<file path="config.mk">
export PLATFORM = sky130hd
export DESIGN_NAME = rts_word_fifo_flat
export DESIGN_NICKNAME = d
export VERILOG_FILES = /design/src/rts_pkg.sv /design/src/rts_chan_if.sv /design/src/rts_word_fifo.sv /design/src/flat_wrapper.sv
export SDC_FILE = /design/constraint.sdc
export NUM_CORES = 1
export LEC_CHECK = 0
export CAP_MARGIN = 20
export CELL_PAD_IN_SITES_DETAIL_PLACEMENT = 0
export CELL_PAD_IN_SITES_GLOBAL_PLACEMENT = 1
export CORE_ASPECT_RATIO = 1.4
export CORE_MARGIN = 5
export CORE_UTILIZATION = 35
export DETAILED_ROUTE_END_ITERATION = 10
export DONT_BUFFER_PORTS = 1
export GPL_TIMING_DRIVEN = 0
export PLACE_DENSITY = 0.58
export SKIP_LAST_GASP = 1
export SYNTH_ARGS = -nofsm -noshare
export SYNTH_HDL_FRONTEND = slang
export SYNTH_SLANG_ARGS = --single-unit
</file>
<file path="constraint.sdc">
create_clock -name clk -period 2.5 [get_ports clk]
set_clock_uncertainty 0.05 [all_clocks]
set_input_delay 0.125 -clock clk [delete_from_list [all_inputs] [get_ports clk]]
set_output_delay 0.125 -clock clk [all_outputs]
set_load 0.1 [all_outputs]
</file>
<file path="src/rts_pkg.sv">
// Shared types, constants and byte-packing helpers for the RGBA8 tile swizzle unit.
package rts_pkg;

  // Tile geometry and default sizes
  localparam int TILE           = 4;
  localparam int LANE_W         = $clog2(TILE);
  localparam int MAX_WIDTH_DEF  = 1024;
  localparam int HEIGHT_LIMIT   = 1024;
  localparam int ROW_W          = $clog2(HEIGHT_LIMIT);
  localparam int FIFO_DEPTH_DEF = 16;

  // Field widths
  localparam int PIX_W  = 32;
  localparam int WORD_W = 64;
  localparam int CFG_W  = 11;
  localparam int SIZE_W = 13;

  // APB port
  localparam int APB_AW = 3;
  localparam int APB_DW = 32;

  localparam logic [CFG_W-1:0] WIDTH_RESET  = 11'd640;
  localparam logic [CFG_W-1:0] HEIGHT_RESET = 11'd480;

  // Register map, one word per register
  typedef enum logic {
    REG_IMAGE_WIDTH  = 1'b0,
    REG_IMAGE_HEIGHT = 1'b1
  } reg_idx_t;

  // One result word with its markers
  typedef struct packed {
    logic [WORD_W-1:0] out_word;
    logic              tile_last;
    logic              frame_last;
  } word_t;

  // Clamp to limit, round down to a tile multiple, at least one tile
  function automatic logic [SIZE_W-1:0] size_fix(input logic [CFG_W-1:0]  v,
                                                 input logic [SIZE_W-1:0] limit);
    logic [SIZE_W-1:0] t;
    t = {{(SIZE_W-CFG_W){1'b0}}, v};
    if (t > limit) t = limit;
    t[LANE_W-1:0] = '0;
    if (t < SIZE_W'(TILE)) t = SIZE_W'(TILE);
    return t;
  endfunction

  // Tile row as alpha/red pairs, leftmost pixel in the top bits
  function automatic logic [WORD_W-1:0] ar_pack(input logic [TILE*PIX_W-1:0] row);
    logic [WORD_W-1:0] w;
    logic [PIX_W-1:0]  p;
    w = '0;
    for (int c = 0; c < TILE; c++) begin
      p = row[c*PIX_W +: PIX_W];
      w[WORD_W-1-16*c -: 16] = {p[7:0], p[31:24]};
    end
    return w;
  endfunction

  // Tile row as green/blue pairs
  function automatic logic [WORD_W-1:0] gb_pack(input logic [TILE*PIX_W-1:0] row);
    logic [WORD_W-1:0] w;
    logic [PIX_W-1:0]  p;
    w = '0;
    for (int c = 0; c < TILE; c++) begin
      p = row[c*PIX_W +: PIX_W];
      w[WORD_W-1-16*c -: 16] = {p[23:16], p[15:8]};
    end
    return w;
  endfunction

endpackage

</file>
<file path="src/rts_chan_if.sv">


interface rts_word_if;
  logic                       valid;
  logic                       ready;
  logic [rts_pkg::WORD_W-1:0] out_word;
  logic                       tile_last;
  logic                       frame_last;

  modport source (output valid, output out_word, output tile_last, output frame_last,
                  input ready);
  modport sink   (input valid, input out_word, input tile_last, input frame_last,
                  output ready);
endinterface

</file>
<file path="src/rts_word_fifo.sv">
// Output queue of tile words that parts the tile reader from the receiver.
module rts_word_fifo #(
  parameter  int DEPTH = rts_pkg::FIFO_DEPTH_DEF,
  localparam int PW    = $clog2(DEPTH),
  localparam int CNTW  = $clog2(DEPTH + 1)
) (
  input  logic                 clk,
  input  logic                 rst_n,
  input  logic                 push,
  input  rts_pkg::word_t       push_word,
  rts_word_if.source           src
);

  rts_pkg::word_t  q_r [DEPTH];
  logic [PW-1:0]   wr_ptr_r;
  logic [PW-1:0]   rd_ptr_r;
  logic [CNTW-1:0] cnt_r;
  logic            pop;
  rts_pkg::word_t  head;

  assign pop  = src.valid && src.ready;
  assign head = q_r[rd_ptr_r];

  // Head of the queue drives the channel
  assign src.valid      = (cnt_r != '0);
  assign src.out_word   = head.out_word;
  assign src.tile_last  = head.tile_last;
  assign src.frame_last = head.frame_last;

  // Storage
  always_ff @(posedge clk) begin
    if (push) begin
      q_r[wr_ptr_r] <= push_word;
    end
  end

  // Pointers and fill level
  always_ff @(posedge clk) begin
    if (!rst_n) begin
      wr_ptr_r <= '0;
      rd_ptr_r <= '0;
      cnt_r    <= '0;
    end else begin
      if (push) begin
        wr_ptr_r <= (wr_ptr_r == PW'(DEPTH - 1)) ? '0 : wr_ptr_r + PW'(1);
      end
      if (pop) begin
        rd_ptr_r <= (rd_ptr_r == PW'(DEPTH - 1)) ? '0 : rd_ptr_r + PW'(1);
      end
      cnt_r <= cnt_r + (push ? CNTW'(1) : '0) - (pop ? CNTW'(1) : '0);
    end
  end

  a_no_overflow: assert property (@(posedge clk) disable iff (!rst_n)
    push && !pop |-> cnt_r < CNTW'(DEPTH))
    else $error("tile word queue overflow");

  a_level_bound: assert property (@(posedge clk) disable iff (!rst_n)
    cnt_r <= CNTW'(DEPTH))
    else $error("tile word queue level out of range");

  a_push_shows: assert property (@(posedge clk) disable iff (!rst_n)
    push && cnt_r == '0 |=> src.valid)
    else $error("pushed word not presented");

endmodule

</file>
<file path="src/flat_wrapper.sv">
// flat-port wrapper written by rule: the top's interface ports become plain ports
module rts_word_fifo_flat 
#(
  parameter  int DEPTH = rts_pkg::FIFO_DEPTH_DEF,
  localparam int PW    = $clog2(DEPTH),
  localparam int CNTW  = $clog2(DEPTH + 1)
)
  (clk, rst_n, push, push_word, src_valid, src_out_word, src_tile_last, src_frame_last, src_ready);
  rts_word_if src_i ();
  input  logic clk;
  input  logic rst_n;
  input  logic push;
  input  rts_pkg::word_t push_word;
  output wire logic [$bits(src_i.valid)-1:0] src_valid;
  output wire logic [$bits(src_i.out_word)-1:0] src_out_word;
  output wire logic [$bits(src_i.tile_last)-1:0] src_tile_last;
  output wire logic [$bits(src_i.frame_last)-1:0] src_frame_last;
  input wire logic [$bits(src_i.ready)-1:0] src_ready;
  assign src_valid = src_i.valid;
  assign src_out_word = src_i.out_word;
  assign src_tile_last = src_i.tile_last;
  assign src_frame_last = src_i.frame_last;
  assign src_i.ready = src_ready;
  rts_word_fifo #(.DEPTH(DEPTH)) u_core (.clk(clk), .rst_n(rst_n), .push(push), .push_word(push_word), .src(src_i));
endmodule
</file>
Word-level counts from Yosys, hierarchy flattened
Memory sizes are Yosys's and may differ from the RTL's. A register that Yosys moved wholly into a read port is not among the register bits.
Index checks and enable logic that the tools add are counted.
{"block": "totals", "ram_bits": 1056, "n_memories": 1, "out_inout_bits": 67, "wordCells": 20, "register_bits": 13}
{"block": "op_classes", "n_eq_ne": 2, "n_addsub": 4, "mux": 8, "n_reduce_logical": 2}
{"memory": "u_core.q_r", "depth": 16, "width": 66, "read_ports": 1, "rd_clocked_by_memory_dff": 1, "wr": 1, "line_no": "rts_word_fifo.sv:14", "text": "rts_pkg::word_t q_r [DEPTH];"}
{"cell": "two-way mux 4 bit", "n": 4}
{"cell": "adder 4 x 1 -> 4 bit, second input constant", "n": 2}
{"cell": "== test 4 bit, second input constant", "n": 2}
{"cell": "adder 5 bit", "n": 1}
{"cell": "nonzero test 5 bit", "n": 1}
{"cell": "subtractor 5 bit", "n": 1}
{"cell": "two-way mux 1 bit", "n": 4}
{"cell": "logical AND 1 bit", "n": 1}

Depth between registers and ports, before layout
{"block": "logic_depth", "ltp_word": 4, "mapped_depth": 15, "mapped_depth_nobuf": 14}

Worst setup path after synthesis
OpenSTA, ideal clock, no wires.
{"block": "synth_timing", "path_type": "register -> register", "from": "reg u_core.cnt_r[2]", "to": "reg u_core.cnt_r[4]", "n_path_buf": 1, "slack_ns": -1.005, "arrival_time_ns": 3.334, "setup_time_ns": 0.121, "path_stages_with_launch": 16, "path_cell_list": "dfxtp_1 -> inv_1 -> ha_1 -> or4b_1 -> clkbuf_1 -> nand2_1 -> inv_1 -> ha_1 -> inv_1 -> ha_1 -> inv_1 -> fa_1 -> nand2b_1 -> a21oi_1 -> o21ai_0 -> nor3b_1"}
{"block": "synth_via", "elab_chain_cells": 4, "word_cells_on_any_way": 5, "cone_classes": "2 x add/sub; 1 x mux; 2 x reduce/logical"}
{"element": "from (decl)", "line_no": "rts_word_fifo.sv:17", "text": "logic [CNTW-1:0] cnt_r;"}
{"element": "from (signal assigned)", "line_no": "rts_word_fifo.sv:50", "text": "cnt_r <= cnt_r + (push ? CNTW'(1) : '0) - (pop ? CNTW'(1) : '0);"}
{"element": "nonzero test 5 bit", "line_no": "rts_word_fifo.sv:25", "text": "assign src.valid = (cnt_r != '0);"}
{"element": "named net src_valid", "line_no": "flat_wrapper.sv:14", "text": "output wire logic [$bits(src_i.valid)-1:0] src_valid;"}
{"element": "logical AND 1 bit", "line_no": "rts_word_fifo.sv:21", "text": "assign pop = src.valid && src.ready;"}
{"element": "two-way mux 1 bit", "line_no": "rts_word_fifo.sv:50"}
{"element": "subtractor 5 bit", "line_no": "rts_word_fifo.sv:50"}
The timed path passes the listed nets, and every way through them passes these cells.
A chain may end at the register's enable or synchronous reset.

==> run_results.csv <==
group,metric,value,unit
clock_tree,clk_latency,670,ps
global_routing,grt_max_degree,45,
sta,finalWorstSetupSlack,-334,ps
outcome,violations,"setup timing",
critical_path,endpoint,"src_out_word[21]",
critical_path,worstRegToRegCells,15,
critical_path,end_kind,"output port",
global_routing,grt_pass1_vias,20400,
clock_tree,clk_pin_slew,60,ps
min_path,min_path_type,"primary input to flip-flop",
sta,slew_headroom,0.334,
sta,worst_pin_slew,999,ps
floorplanning,num_rows,147,
floorplanning,num_io_pins,137,
clock_tree,cts_num_sinks,1073,
critical_path,r2r-start,"u_core.cnt_r[2]$_SDFF_PN0_",
floorplanning,core-area,115000,µm²
sta,final_max_slew_viol_count,0,
sta,final.min_clock_period,2830,ps
clock_tree,cts-root-buf,"clkbuf_16",
clock_tree,cts.htree.levels,3,
global_routing,grt_overflow,0,
floorplanning,die-area,122000,µm²
critical_path,r2r_end,"u_core.cnt_r[4]$_SDFF_PN0_",
route,drcViolationCount,0,
synthesis,synth-main-ff-cell,"edfxtp_1",
synthesis,synth_cell_types,31,
sta,max_clock_freq,353,MHz
floorplanning,die_width,297,µm
sta,grt_setup_unrepaired,"yes",
critical_path,crit_required,2330,ps
floorplanning,start_util,0.352,
finish,seq_area,32100,µm²
route,wire_per_inst,28.8,µm
synthesis,synth_area_per_cell,23.5,µm²
synthesis,synthTopCellsByArea,"edfxtp_1, mux4_2, a22oi_1",
place,portBuffers,0,
clock_tree,cts_buffers,96,
floorplanning,fp.dieH,411,µm
synthesis,synth_edf_count,1056,
synthesis,syn_inst,1717,
job,maxCapViolations,0,
min_path,hp-start,"rst_n",
global_routing,track_usage,0.163,
finish,area_growth,20.9,%
finish,final_nets,2005,
sta,whs,104,ps
finish,nFillCells,9710,
synthesis,synth_seq_cells,1073,
min_path,hold_depth,2,
finish,multi_input_area,9050,µm²
synthesis,synth_area,40300,µm²
route,drt_pass1_iterations,5,
synthesis,synth_top_area_cell,"edfxtp_1",
power_and_ir_drop,cellPowerDensity,915,nW/µm²
critical_path,start_kind,"flip-flop",
outcome,status,"finished with violations",
critical_path,r2r_slack,-290,ps
sta,setup_violations,68,
synthesis,synthArstFlopShare,0,
synthesis,synth_top_area_share,0.787,
critical_path,worst-setup-path-type,"flip-flop to output port",
route,drt_iter0_drc,1641,
clock_tree,cts_tree,"done",
place,gp_congestion,0.705,
sta,hold_violations,0,
power_and_ir_drop,vdd_drop_max,0.546,mV
sta,fin_crit_sh,1.13,
power_and_ir_drop,total_leakage_power,14.7,nW
synthesis,synth_warnings,0,
route,wl,101000,µm
route,vias,18500,
route,drtAntennaViolNets,0,
synthesis,synth_nets,1799,
power_and_ir_drop,power.total,44.6,mW
global_routing,grt_pass1_wl,144000,µm
clock_tree,clockBufferDepth,3,
critical_path,cp.arrival,2660,ps
route,viasPerCell,5.30,
finish,layout-drive-gt1-share,0.380,
place,hpwlAfterDp,57400,µm
critical_path,path_max_fanout,6,
synthesis,synth-seq-area-share,0.795,
global_routing,grt_antenna_before_repair,12,
==> what timing repair did <==
item                                    in CTS  in global routing
endpoints found under the setup margin      70                 70
resized for setup                          478                 28
endpoints found under the hold margin     1073                  0
gates cloned                                 5                  4
setup buffers                                9                  6
hold buffers                                69                  0
pin swaps                                  110                 79
==> sequential cells by signal, summed over array words and instances (netlist names), named ones only <==
register / cells
u_core.q_r: 1056
u_core.rd_ptr_r: 4
u_core.cnt_r: 5
u_core.wr_ptr_r: 4
==> area by class of cell <==
type,count,area share
inverters,12,0.00103
clock buffers,117,0.0531
repair buffers,108,0.0295
well taps,1490,0.0383
clock inverters,61,0.0109
flip-flops and latches,1073,0.658
plain buffers,90,0.0230
diodes,6,0.000308
multi-input cells,542,0.186
==> synth_stat cells, types with 3 or more instances <==
cell type / n
edfxtp_1: 1056
a22oi_1: 132
nand2_1: 71
buf_2: 11
and2_1: 18
o21ai_0: 3
nand3_1: 5
xor2_1: 3
nor2_1: 8
inv_1: 12
dfxtp_1: 17
buf_6: 5
clkbuf_1: 48
ha_1: 11
buf_1: 8
buf_4: 18
a21oi_1: 9
mux4_2: 264
==> stage by stage <==
step                      TNS [ps]   util  instances  instance area (µm²)  setup WS [ps]
final                       -19140  0.425       3499                48700           -334
after global routing        -24060  0.425       3496                48700           -388
after CTS                   -23220  0.423       3485                48500           -382
after detailed placement    -57110  0.372       3224                42700          -1000
after global placement     -691950  0.369       3207                42300          -1000
after floorplan               -192      -       1717                40400           -192
==> routing by layer <==
| layer | vias to the layer above | track usage | part of all wire |
|---|---|---|---|
| li1 | 7763 | - | - |
| met4 | 8 | 0.0442 | 0.019 |
| met1 | 10200 | 0.200 | 0.39 |
| met3 | 110 | 0.0316 | 0.053 |
| met2 | 433 | 0.297 | 0.54 |
| met5 | - | 0 | 0.00055 |
==> power breakdown <==
group / internal, mW / switching [mW]
clock: 8.30 / 6.43
sequential: 20.0 / 0.0791
combinational: 3.73 / 6.02
==> logic make-up (layout without fill, tap and decap cells) <==
group,Yosys count,in the layout,share of synthesized area
buffers and inverters,102,388,0.0125
other,0,6,0
adder cells (fa/ha/maj),12,12,0.00391
XOR/XNOR,5,5,0.00109
flip-flops,1073,1073,0.795
multiplexers,265,265,0.148
AND/OR/NAND/NOR,114,114,0.0129
AO/OA/AOI/OAI,146,146,0.0265
==> worst max-delay path, cell delays in order, from the launching register on <==
cell,delay [ps]
dfxtp_2,360
buf_12,170
buf_16,180
buf_12,120
buf_16,120
mux4_2,510
a22oi_2,250
nand2_4,250
==> placed cells by master (no fill, tap or decap), types with 9 or more instances in the layout <==
cell type	count
buf_16	20
clkinv_2	20
edfxtp_1	1056
clkinv_1	23
dlygate4sd3_1	69
a22oi_2	131
nand2_4	63
dfxtp_1	14
buf_4	23
clkbuf_16	106
buf_12	29
clkbuf_1	19
clkbuf_2	9
bufinv_16	9
clkbuf_4	25
and2_4	16
mux4_2	264
==> how the worst min path moves through the flow <==
stage | end | slack [ps]
after global placement | u_core.q_r[13][12]$_DFFE_PP_ | 170
after floorplan | u_core.q_r[0][0]$_DFFE_PP_ | 170
after detailed placement | u_core.q_r[14][53]$_DFFE_PP_ | 170
after CTS | u_core.cnt_r[0]$_SDFF_PN0_ | 60
after global routing | u_core.cnt_r[0]$_SDFF_PN0_ | 110
final | u_core.cnt_r[0]$_SDFF_PN0_ | 100
Power figures use the tool's default switching activity.
